File: src/hw/rtl/nfa_pkg.sv
package nfa_pkg;

	localparam int ID_SPACE_DEF = 256;
	localparam int WORD_W       = 32;
	localparam int OFF_W        = 5;
	localparam logic [7:0] LIMIT_RST = 8'd255;

	typedef enum logic [1:0] {
		ST_OK     = 2'd0,
		ST_LIMIT  = 2'd1,
		ST_NONE   = 2'd2,
		ST_UNUSED = 2'd3
	} status_t;

	typedef enum logic {
		FN_ALLOC = 1'b0,
		FN_FREE  = 1'b1
	} func_t;

	typedef enum logic [2:0] {
		S_CLR,
		S_IDLE,
		S_SCAN,
		S_FREE,
		S_OUT
	} state_t;

	typedef enum logic {
		REG_LIMIT = 1'b0,
		REG_NONE  = 1'b1
	} reg_idx_t;

endpackage

File: src/hw/rtl/nfa_ifs.sv
interface nfa_req_if;
	import nfa_pkg::*;

	logic        valid;
	logic        ready;
	func_t       func;
	logic [7:0]  free_id;

	modport source (output valid, func, free_id, input ready);
	modport sink (input valid, func, free_id, output ready);
endinterface

interface nfa_rsp_if;
	import nfa_pkg::*;

	logic        valid;
	logic        ready;
	status_t     status;
	logic [7:0]  peer_id;
	logic [7:0]  in_use_count;

	modport source (output valid, status, peer_id, in_use_count, input ready);
	modport sink (input valid, status, peer_id, in_use_count, output ready);
endinterface

File: src/hw/rtl/nfa_ram.sv
module nfa_ram #(
	parameter int WIDTH = 32,
	parameter int DEPTH = 8,
	parameter int AW    = (DEPTH > 1) ? $clog2(DEPTH) : 1
) (
	input  logic             clk,
	input  logic             we,
	input  logic [AW-1:0]    waddr,
	input  logic [WIDTH-1:0] wdata,
	input  logic             re,
	input  logic [AW-1:0]    raddr,
	output logic [WIDTH-1:0] rdata
);

	logic [WIDTH-1:0] mem [DEPTH];
	logic [WIDTH-1:0] rdata_q;

	always_ff @(posedge clk) begin
		if (we) begin
			mem[waddr] <= wdata;
		end
		if (re) begin
			rdata_q <= mem[raddr];
		end
	end

	assign rdata = rdata_q;

endmodule

File: src/hw/rtl/next_fit_id_allocator_core.sv
// channel | dir | transfer fields
// --------+-----+---------------------------------
// req     | in  | func, free_id
// rsp     | out | status, peer_id, in_use_count
// apb     | in  | peer_limit at byte address 0
//
// Bitmap lives in a 32-bit-wide RAM, one word per cycle.
// A free reads and rewrites its word; a limit refusal or out-of-range free goes straight
// to the result; an allocate reads words from the start word until a free bit is found
// or every word has been read, and reads the start word again on wrap.
// After reset a clear pass over every bitmap word runs before req.ready rises.
// A new request is taken while a result waits in rsp; the block stalls only in
// its final state until rsp has room.
module next_fit_id_allocator_core #(
	parameter int ID_SPACE = nfa_pkg::ID_SPACE_DEF
) (
	input  logic              clk,
	input  logic              arst_n,
	nfa_req_if.sink           req,
	nfa_rsp_if.source         rsp,
	input  logic              psel,
	input  logic              penable,
	input  logic              pwrite,
	input  logic [2:0]        paddr,
	input  logic [31:0]       pwdata,
	output logic [31:0]       prdata,
	output logic              pready
);
	import nfa_pkg::*;

	localparam int IDW       = $clog2(ID_SPACE);
	localparam int IDP       = IDW + OFF_W;
	localparam int NW        = (ID_SPACE + WORD_W - 1) / WORD_W;
	localparam int WAW       = (NW > 1) ? $clog2(NW) : 1;
	localparam int VW        = $clog2(NW + 2);
	localparam int LAST_BITS = ID_SPACE - (NW - 1) * WORD_W;
	localparam logic [WORD_W-1:0] LAST_MASK =
		(LAST_BITS == WORD_W) ? '1 : ((WORD_W'(1) << LAST_BITS) - WORD_W'(1));

	state_t state_q, state_d;

	logic [7:0]        limit_q;
	logic [7:0]        cnt_q;
	logic [IDW-1:0]    last_q;
	logic [WAW-1:0]    clr_q;
	logic [WAW-1:0]    wq_q;
	logic [OFF_W-1:0]  off_q;
	logic              first_q;
	logic [VW-1:0]     vis_q;
	status_t           res_status_q;
	logic [7:0]        res_id_q;

	logic              out_valid_q;
	status_t           out_status_q;
	logic [7:0]        out_id_q;
	logic [7:0]        out_cnt_q;

	logic              ram_we;
	logic [WAW-1:0]    ram_waddr;
	logic [WORD_W-1:0] ram_wdata;
	logic              ram_re;
	logic [WAW-1:0]    ram_raddr;
	logic [WORD_W-1:0] ram_rdata;

	logic              req_fire;
	logic              out_room;
	logic              limit_hit;
	logic              free_oor;
	logic [IDW-1:0]    start_id;
	logic [IDP-1:0]    start_p;
	logic [IDP-1:0]    free_p;
	logic [WAW-1:0]    next_w;
	logic [WORD_W-1:0] vmask;
	logic [WORD_W-1:0] cand;
	logic              found;
	logic [OFF_W-1:0]  fbit;
	logic [IDW-1:0]    found_id;
	logic              scan_end;
	logic              free_hit;

	nfa_ram #(
		.WIDTH(WORD_W),
		.DEPTH(NW),
		.AW   (WAW)
	) u_map (
		.clk  (clk),
		.we   (ram_we),
		.waddr(ram_waddr),
		.wdata(ram_wdata),
		.re   (ram_re),
		.raddr(ram_raddr),
		.rdata(ram_rdata)
	);

	assign req.ready = (state_q == S_IDLE);
	assign req_fire  = req.valid && req.ready;
	assign out_room  = !out_valid_q || rsp.ready;
	assign limit_hit = (cnt_q >= limit_q);
	assign free_oor  = (32'(req.free_id) >= 32'(ID_SPACE));

	assign start_id = (last_q == IDW'(ID_SPACE - 1)) ? '0 : last_q + IDW'(1);
	assign start_p  = IDP'(start_id);
	assign free_p   = IDP'(IDW'(req.free_id));
	assign next_w   = (wq_q == WAW'(NW - 1)) ? '0 : wq_q + WAW'(1);

	always_comb begin
		vmask = '1;
		if (wq_q == WAW'(NW - 1)) begin
			vmask = vmask & LAST_MASK;
		end
		if (wq_q == '0) begin
			vmask[0] = 1'b0;
		end
		if (first_q) begin
			vmask = vmask & ('1 << off_q);
		end
	end

	assign cand = ~ram_rdata & vmask;

	always_comb begin
		found = 1'b0;
		fbit  = '0;
		for (int b = WORD_W - 1; b >= 0; b--) begin
			if (cand[b]) begin
				found = 1'b1;
				fbit  = OFF_W'(b);
			end
		end
	end

	assign found_id = IDW'((IDP'(wq_q) << OFF_W) | IDP'(fbit));
	assign scan_end = (vis_q == VW'(NW));
	assign free_hit = ram_rdata[off_q];

	always_comb begin
		state_d = state_q;
		case (state_q)
			S_CLR: begin
				if (clr_q == WAW'(NW - 1)) begin
					state_d = S_IDLE;
				end
			end
			S_IDLE: begin
				if (req_fire) begin
					if (req.func == FN_FREE) begin
						state_d = free_oor ? S_OUT : S_FREE;
					end else begin
						state_d = limit_hit ? S_OUT : S_SCAN;
					end
				end
			end
			S_SCAN: begin
				if (found || scan_end) begin
					state_d = S_OUT;
				end
			end
			S_FREE: state_d = S_OUT;
			S_OUT: begin
				if (out_room) begin
					state_d = S_IDLE;
				end
			end
			default: state_d = S_CLR;
		endcase
	end

	always_comb begin
		ram_we    = 1'b0;
		ram_waddr = wq_q;
		ram_wdata = ram_rdata;
		ram_re    = 1'b0;
		ram_raddr = next_w;
		case (state_q)
			S_CLR: begin
				ram_we    = 1'b1;
				ram_waddr = clr_q;
				ram_wdata = '0;
			end
			S_IDLE: begin
				ram_re    = req_fire;
				ram_raddr = (req.func == FN_FREE) ? WAW'(free_p >> OFF_W)
				                                  : WAW'(start_p >> OFF_W);
			end
			S_SCAN: begin
				if (found) begin
					ram_we    = 1'b1;
					ram_wdata = ram_rdata | (WORD_W'(1) << fbit);
				end else if (!scan_end) begin
					ram_re = 1'b1;
				end
			end
			S_FREE: begin
				ram_we    = free_hit;
				ram_wdata = ram_rdata & ~(WORD_W'(1) << off_q);
			end
			default: begin
				ram_we = 1'b0;
			end
		endcase
	end

	always_ff @(posedge clk or negedge arst_n) begin
		if (!arst_n) begin
			state_q <= S_CLR;
			clr_q   <= '0;
			limit_q <= LIMIT_RST;
			cnt_q   <= '0;
			last_q  <= '0;
		end else begin
			state_q <= state_d;
			if (state_q == S_CLR) begin
				clr_q <= clr_q + WAW'(1);
			end
			if (psel && penable && pwrite && pready && paddr[2] == REG_LIMIT) begin
				limit_q <= pwdata[7:0];
			end
			if (state_q == S_SCAN && found) begin
				last_q <= found_id;
				cnt_q  <= cnt_q + 8'd1;
			end
			if (state_q == S_FREE && free_hit && cnt_q != '0) begin
				cnt_q <= cnt_q - 8'd1;
			end
		end
	end

	always_ff @(posedge clk) begin
		case (state_q)
			S_IDLE: begin
				first_q      <= 1'b1;
				vis_q        <= '0;
				res_id_q     <= '0;
				if (req.func == FN_FREE) begin
					wq_q         <= WAW'(free_p >> OFF_W);
					off_q        <= free_p[OFF_W-1:0];
					res_status_q <= ST_UNUSED;
				end else begin
					wq_q         <= WAW'(start_p >> OFF_W);
					off_q        <= start_p[OFF_W-1:0];
					res_status_q <= ST_LIMIT;
				end
			end
			S_SCAN: begin
				if (found) begin
					res_status_q <= ST_OK;
					res_id_q     <= 8'(found_id);
				end else begin
					res_status_q <= ST_NONE;
					wq_q         <= next_w;
					first_q      <= 1'b0;
					vis_q        <= vis_q + VW'(1);
				end
			end
			S_FREE: begin
				res_status_q <= free_hit ? ST_OK : ST_UNUSED;
			end
			default: begin
				first_q <= first_q;
			end
		endcase
	end

	always_ff @(posedge clk or negedge arst_n) begin
		if (!arst_n) begin
			out_valid_q <= 1'b0;
		end else if (state_q == S_OUT && out_room) begin
			out_valid_q <= 1'b1;
		end else if (rsp.ready) begin
			out_valid_q <= 1'b0;
		end
	end

	always_ff @(posedge clk) begin
		if (state_q == S_OUT && out_room) begin
			out_status_q <= res_status_q;
			out_id_q     <= res_id_q;
			out_cnt_q    <= cnt_q;
		end
	end

	assign rsp.valid        = out_valid_q;
	assign rsp.status       = out_status_q;
	assign rsp.peer_id      = out_id_q;
	assign rsp.in_use_count = out_cnt_q;

	assign pready = 1'b1;
	assign prdata = (paddr[2] == REG_LIMIT) ? {24'd0, limit_q} : 32'd0;

endmodule

File: src/flat_wrapper.sv
// flat-port wrapper written by rule: the top's interface ports become plain ports
module next_fit_id_allocator_core_flat import nfa_pkg::*;
#(
	parameter int ID_SPACE = nfa_pkg::ID_SPACE_DEF
)
  (clk, arst_n, psel, penable, pwrite, paddr, pwdata, prdata, pready, req_valid, req_func, req_free_id, req_ready, rsp_valid, rsp_status, rsp_peer_id, rsp_in_use_count, rsp_ready);
  nfa_req_if req_i ();
  nfa_rsp_if rsp_i ();
  input  logic clk;
  input  logic arst_n;
  input  logic psel;
  input  logic penable;
  input  logic pwrite;
  input  logic [2:0] paddr;
  input  logic [31:0] pwdata;
  output logic [31:0] prdata;
  output logic pready;
  input wire logic [$bits(req_i.valid)-1:0] req_valid;
  input wire logic [$bits(req_i.func)-1:0] req_func;
  input wire logic [$bits(req_i.free_id)-1:0] req_free_id;
  output wire logic [$bits(req_i.ready)-1:0] req_ready;
  output wire logic [$bits(rsp_i.valid)-1:0] rsp_valid;
  output wire logic [$bits(rsp_i.status)-1:0] rsp_status;
  output wire logic [$bits(rsp_i.peer_id)-1:0] rsp_peer_id;
  output wire logic [$bits(rsp_i.in_use_count)-1:0] rsp_in_use_count;
  input wire logic [$bits(rsp_i.ready)-1:0] rsp_ready;
  assign req_i.valid = req_valid;
  assign req_i.func = req_func;
  assign req_i.free_id = req_free_id;
  assign req_ready = req_i.ready;
  assign rsp_valid = rsp_i.valid;
  assign rsp_status = rsp_i.status;
  assign rsp_peer_id = rsp_i.peer_id;
  assign rsp_in_use_count = rsp_i.in_use_count;
  assign rsp_i.ready = rsp_ready;
  next_fit_id_allocator_core #(.ID_SPACE(ID_SPACE)) u_core (.clk(clk), .arst_n(arst_n), .req(req_i), .rsp(rsp_i), .psel(psel), .penable(penable), .pwrite(pwrite), .paddr(paddr), .pwdata(pwdata), .prdata(prdata), .pready(pready));
endmodule
File: config.mk
export PLATFORM = sky130hd
export DESIGN_NAME = next_fit_id_allocator_core_flat
export DESIGN_NICKNAME = d
export VERILOG_FILES = /design/src/hw/rtl/nfa_pkg.sv /design/src/hw/rtl/nfa_ifs.sv /design/src/hw/rtl/nfa_ram.sv /design/src/hw/rtl/next_fit_id_allocator_core.sv /design/src/flat_wrapper.sv
export SDC_FILE = /design/constraint.sdc
export NUM_CORES = 1
export LEC_CHECK = 0
export ABC_AREA = 1
export BUFFER_PORTS_ARGS = -buffer_cell sky130_fd_sc_hd__buf_2
export CORE_MARGIN = 2
export CORE_UTILIZATION = 64
export CTS_BUF_LIST = sky130_fd_sc_hd__clkbuf_4
export DETAILED_ROUTE_END_ITERATION = 10
export GPL_ROUTABILITY_DRIVEN = 0
export PLACE_DENSITY = 0.83
export RECOVER_POWER = 100
export SYNTH_ARGS = -nofsm -noshare
export SYNTH_HDL_FRONTEND = slang
export SYNTH_HIERARCHICAL = 1
export SYNTH_SLANG_ARGS = --single-unit
File: constraint.sdc
create_clock -name clk -period 5.6 [get_ports clk]
set_input_delay 0.56 -clock clk [delete_from_list [all_inputs] [get_ports clk]]
set_output_delay 0.56 -clock clk [all_outputs]
set_load 0.03 [all_outputs]
==> tab_implementation.tex <==
\begin{tabular}{lr}
\hline
Metric & Value \\
\hline
\multicolumn{2}{l}{\textbf{Global route}} \\
\quad GR Overflow Total & 0 \\
\quad Global routing usage summed across all routing layers & 29.57\% \\
\quad Pin count of the biggest net entering global routing & 75 \\
\quad Vias in the first global route & 13434 \\
\quad Antenna violations before repair & 2 \\
\quad Wire length of the first global-routing pass & 66970 um \\
\multicolumn{2}{l}{\textbf{Synth}} \\
\quad Total number of yosys warnings & 6 \\
\quad Number of synthesized flops with an enable pin & 329 \\
\quad Synth area leader & sky130\_fd\_sc\_hd\_\_edfxtp\_1 \\
\quad Count of unique library cells instantiated by Yosys & 55 \\
\quad Yosys top cell area share & 54.91\% \\
\quad Most area-consuming cells after synthesis & sky130\_fd\_sc\_hd\_\_edfxtp\_1 55\%, sky130\_fd\_sc\_hd\_\_nand2\_1 12\%, sky130\_fd\_sc\_hd\_\_inv\_1 7.5\% \\
\quad Post-synthesis cell count & 1951 \\
\quad Synthesized flop and latch total & 360 \\
\quad Primary FF master, synth & sky130\_fd\_sc\_hd\_\_edfxtp\_1 \\
\quad Proportion of synthesized chip area in sequential cells & 59.28\% \\
\quad List of most frequent post-synthesis cells & 577 x sky130\_fd\_sc\_hd\_\_nand2\_1, 360 x sky130\_fd\_sc\_hd\_\_inv\_1, 329 x sky130\_fd\_sc\_hd\_\_edfxtp\_1 \\
\quad Most common cell in the netlist & sky130\_fd\_sc\_hd\_\_nand2\_1 \\
\quad Area of the mapped netlist & 17990 um2 \\
\quad Post-synthesis average cell area & 9.221 um2 \\
\quad Async set or reset register ratio after synthesis & 8.611\% \\
\multicolumn{2}{l}{\textbf{Floorplan}} \\
\quad Vertical die dimension & 171.7 um \\
\quad Count of standard-cell rows & 61 \\
\quad Placeable core region & 27710 um2 \\
\quad Starting density of the core & 64.94\% \\
\quad Number of I/O pins & 104 \\
\quad Die Outline Area & 29470 um2 \\
\quad X dimension of the die & 171.7 um \\
\multicolumn{2}{l}{\textbf{Critical path}} \\
\quad Startpoint types & flip-flop \\
\quad Start-to-end type of the worst setup path & flip-flop to flip-flop \\
\quad CP startpoint & u\_core/off\_q[1] \\
\quad Critical path capture point type & flip-flop \\
\quad Critical path arrival & 5.44 ns \\
\quad CP cell instances & nand2\_2, inv\_2, nor2\_1, nand2\_1, nand2\_1, a21oi\_1, inv\_1, nor4\_1, inv\_1, nor3\_2, nor2\_2, inv\_2, nand3\_1, nand2\_1, nor2\_4, buf\_4 \\
\quad Most used cell along the critical path & sky130\_fd\_sc\_hd\_\_nand2\_1 \\
\quad Top cell family by delay on the critical path & simple AND/OR/NAND/NOR gates \\
\quad Crit path max fanout & 20 \\
\quad Buffers \& Inverters on Critical Path & 5 \\
\quad Slowest cell delay on critical path & 0.97 ns \\
\quad Slowest cell on crit path & sky130\_fd\_sc\_hd\_\_nor4\_1 \\
\quad Critical register-to-register path startpoint & u\_core/off\_q[1] \\
\quad Required arrival time at the worst endpoint & 6.00 ns \\
\multicolumn{2}{l}{\textbf{Finish}} \\
\quad Syn-to-layout area delta & 8.241\% \\
\quad Fill cell count & 2015 \\
\quad Layout Cell Area excl Fill & 19470 um2 \\
\quad Post-layout utilization of the core & 70.29\% \\
\quad Proportion of layout cells with a drive suffix above 1 & 10.67\% \\
\quad Nets & 2114 \\
\multicolumn{2}{l}{\textbf{Drt}} \\
\quad Final routed DRC violation total & 0 \\
\quad DRT iter0 DRCs & 1920 \\
\quad Number of vias after detailed routing & 13963 \\
\quad Post-detailed-route via-to-cell ratio & 5.610 \\
\quad Average wire per standard cell & 17.18 um \\
\quad Number of detailed-route iterations in the first pass & 7 \\
\quad Total length of routed wires & 42770 um \\
\quad Antenna-violating nets left & 0 \\
\multicolumn{2}{l}{\textbf{Clock tree}} \\
\quad Clock-pin slew of the registers on the worst-case setup and hold paths & 0.07 ns \\
\quad Cts bufs inserted & 88 \\
\quad Number of buffers between clock root and the deepest sink & 3 \\
\quad CTS Sinks & 360 \\
\quad Total setup buffers inserted after CTS & 0 \\
\quad CTS H-tree lvls & 3 \\
\quad Number of instances resized during post-cts repair & 0 \\
\quad CTS root buf & sky130\_fd\_sc\_hd\_\_clkbuf\_4 \\
\quad TritonCTS clock tree & built \\
\quad Worst-Skew Late Latency & 0.74 ns \\
\multicolumn{2}{l}{\textbf{Timing}} \\
\quad Final setup violating endpoints & 0 \\
\quad Fin Clk Skew & 0.05881 ns \\
\quad Minimum clock period & 5.039 ns \\
\quad Number of hold-slack violations in the final timing report & 0 \\
\quad Slew at the pin closest to its max-slew limit & 1.738 ns \\
\quad Share of the clock period used by the worst path after layout & 89.97\% \\
\quad Normalized max-slew margin & -15.89\% \\
\quad Max Freq & 0.1985 GHz \\
\quad Pins over their slew limit & 107 \\
\quad Final setup TNS & 0 ns \\
\quad Setup repair after global routing missed its margin & false \\
\multicolumn{2}{l}{\textbf{Placement}} \\
\quad Placed inst area & 18470 um2 \\
\quad Port Buf Inserts & 52 \\
\quad DP HPWL & 26230 um \\
\multicolumn{2}{l}{\textbf{Min path}} \\
\quad Min-Delay Path Class & input pin to flip-flop \\
\quad Source of the worst hold timing path & rsp\_ready \\
\multicolumn{2}{l}{\textbf{Flow run}} \\
\quad Max-cap check violation count & 2 \\
\multicolumn{2}{l}{\textbf{Status}} \\
\quad Violated checks & capacitance limit, slew limit \\
\quad Outcome & complete, but fails checks \\
\hline
\end{tabular}
repair_timing:
item	in CTS	in global routing
hold buffers	1	0
endpoints found under the setup margin	0	0
hold endpoints to repair	23	0
sequential cells by signal (all words and copies together) (netlist names), 4 cells and up:
signal and cells:
u_core/last_q 8, u_core/limit_q 8, u_core/u_map/mem 256, u_core/res_id_q 8, u_core/rsp.in_use_count 8, u_core/u_map/rdata 32, u_core/off_q 5, u_core/rsp.peer_id 8
u_core/cnt_q 8, u_core/vis_q 4
cell type report:
type	instances	area, um2	area share (%)
flip-flops and latches	360	10670	54.77
multi-input cells	1139	5361	27.53
inverters	374	1408	7.228
clock buffers	130	975.9	5.012
well taps	378	473.0	2.429
repair buffers	77	386.6	1.985
clock inverters	29	198.9	1.022
diodes	2	5.005	0.02570
through the flow:
step | cells | setup slack, ns | hold slack, ns
2_1_floorplan | 1974 | 1.492 | 0.2644
3_3_place_gp | 2327 | 1.240 | 0.4012
3_5_place_dp | 2327 | 1.172 | 0.4056
4_1_cts | 2487 | 1.122 | 0.005438
5_1_grt | 2489 | 0.3737 | 0.002124
6_report | 2489 | 0.5614 | 0.02808
layout by cell type, fill, tap and decap left out, drive strengths merged, types with 3 or more instances in the layout:
cell	instances
o21ai	56
nand4	12
a22oi	3
edfxtp	329
o311ai	3
dfrtp	23
o21a	3
nor2	93
ha	22
nand3	192
xnor2	5
buf	38
o22ai	16
xor2	6
nor4	3
dfstp	8
o21bai	4
a21oi	59
nor3	14
o31ai	7
o211ai	10
clkinv	26
clkbuf	168
a31oi	8
inv	372
conb	25
bufinv	3
nand2	584
logic make-up after synthesis:
family | share of synthesized area [%]
simple gates | 21.18
other cells | 0.04174
fa+ha+maj | 1.641
compound gates | 6.023
buf+inv | 11.30
xor+xnor | 0.5355
flops | 59.28
routing by layer:
metal | up-vias | GRT usage [%] | share of wire, %
li1 | 6484 | - | -
met1 | 6365 | 37.31 | 37
met2 | 929 | 47.65 | 47
met3 | 185 | 7.455 | 12
met4 | 0 | 14.96 | 4.3
met5 | - | 0 | 0
path summary, 6_finish.rpt:
kind | end | slack, ns | cells after the start
setup / recovery | u_core/u_map/mem[4][22] | 0.56 | 16
max in group asynchronous | u_core/clr_q[0] | 3.72 | 2
min in group asynchronous | u_core/cnt_q[2] | 0.84 | 2
setup reg to reg | u_core/u_map/mem[4][22] | 0.56 | 16
hold reg to reg | u_core/rsp.peer_id[3] | 0.42 | 0
hold / removal | u_core/rsp.valid | 0.03 | 2
Power is not shown: default switching activity piles up to over one toggle a cycle in this logic, so the estimate is an artifact.
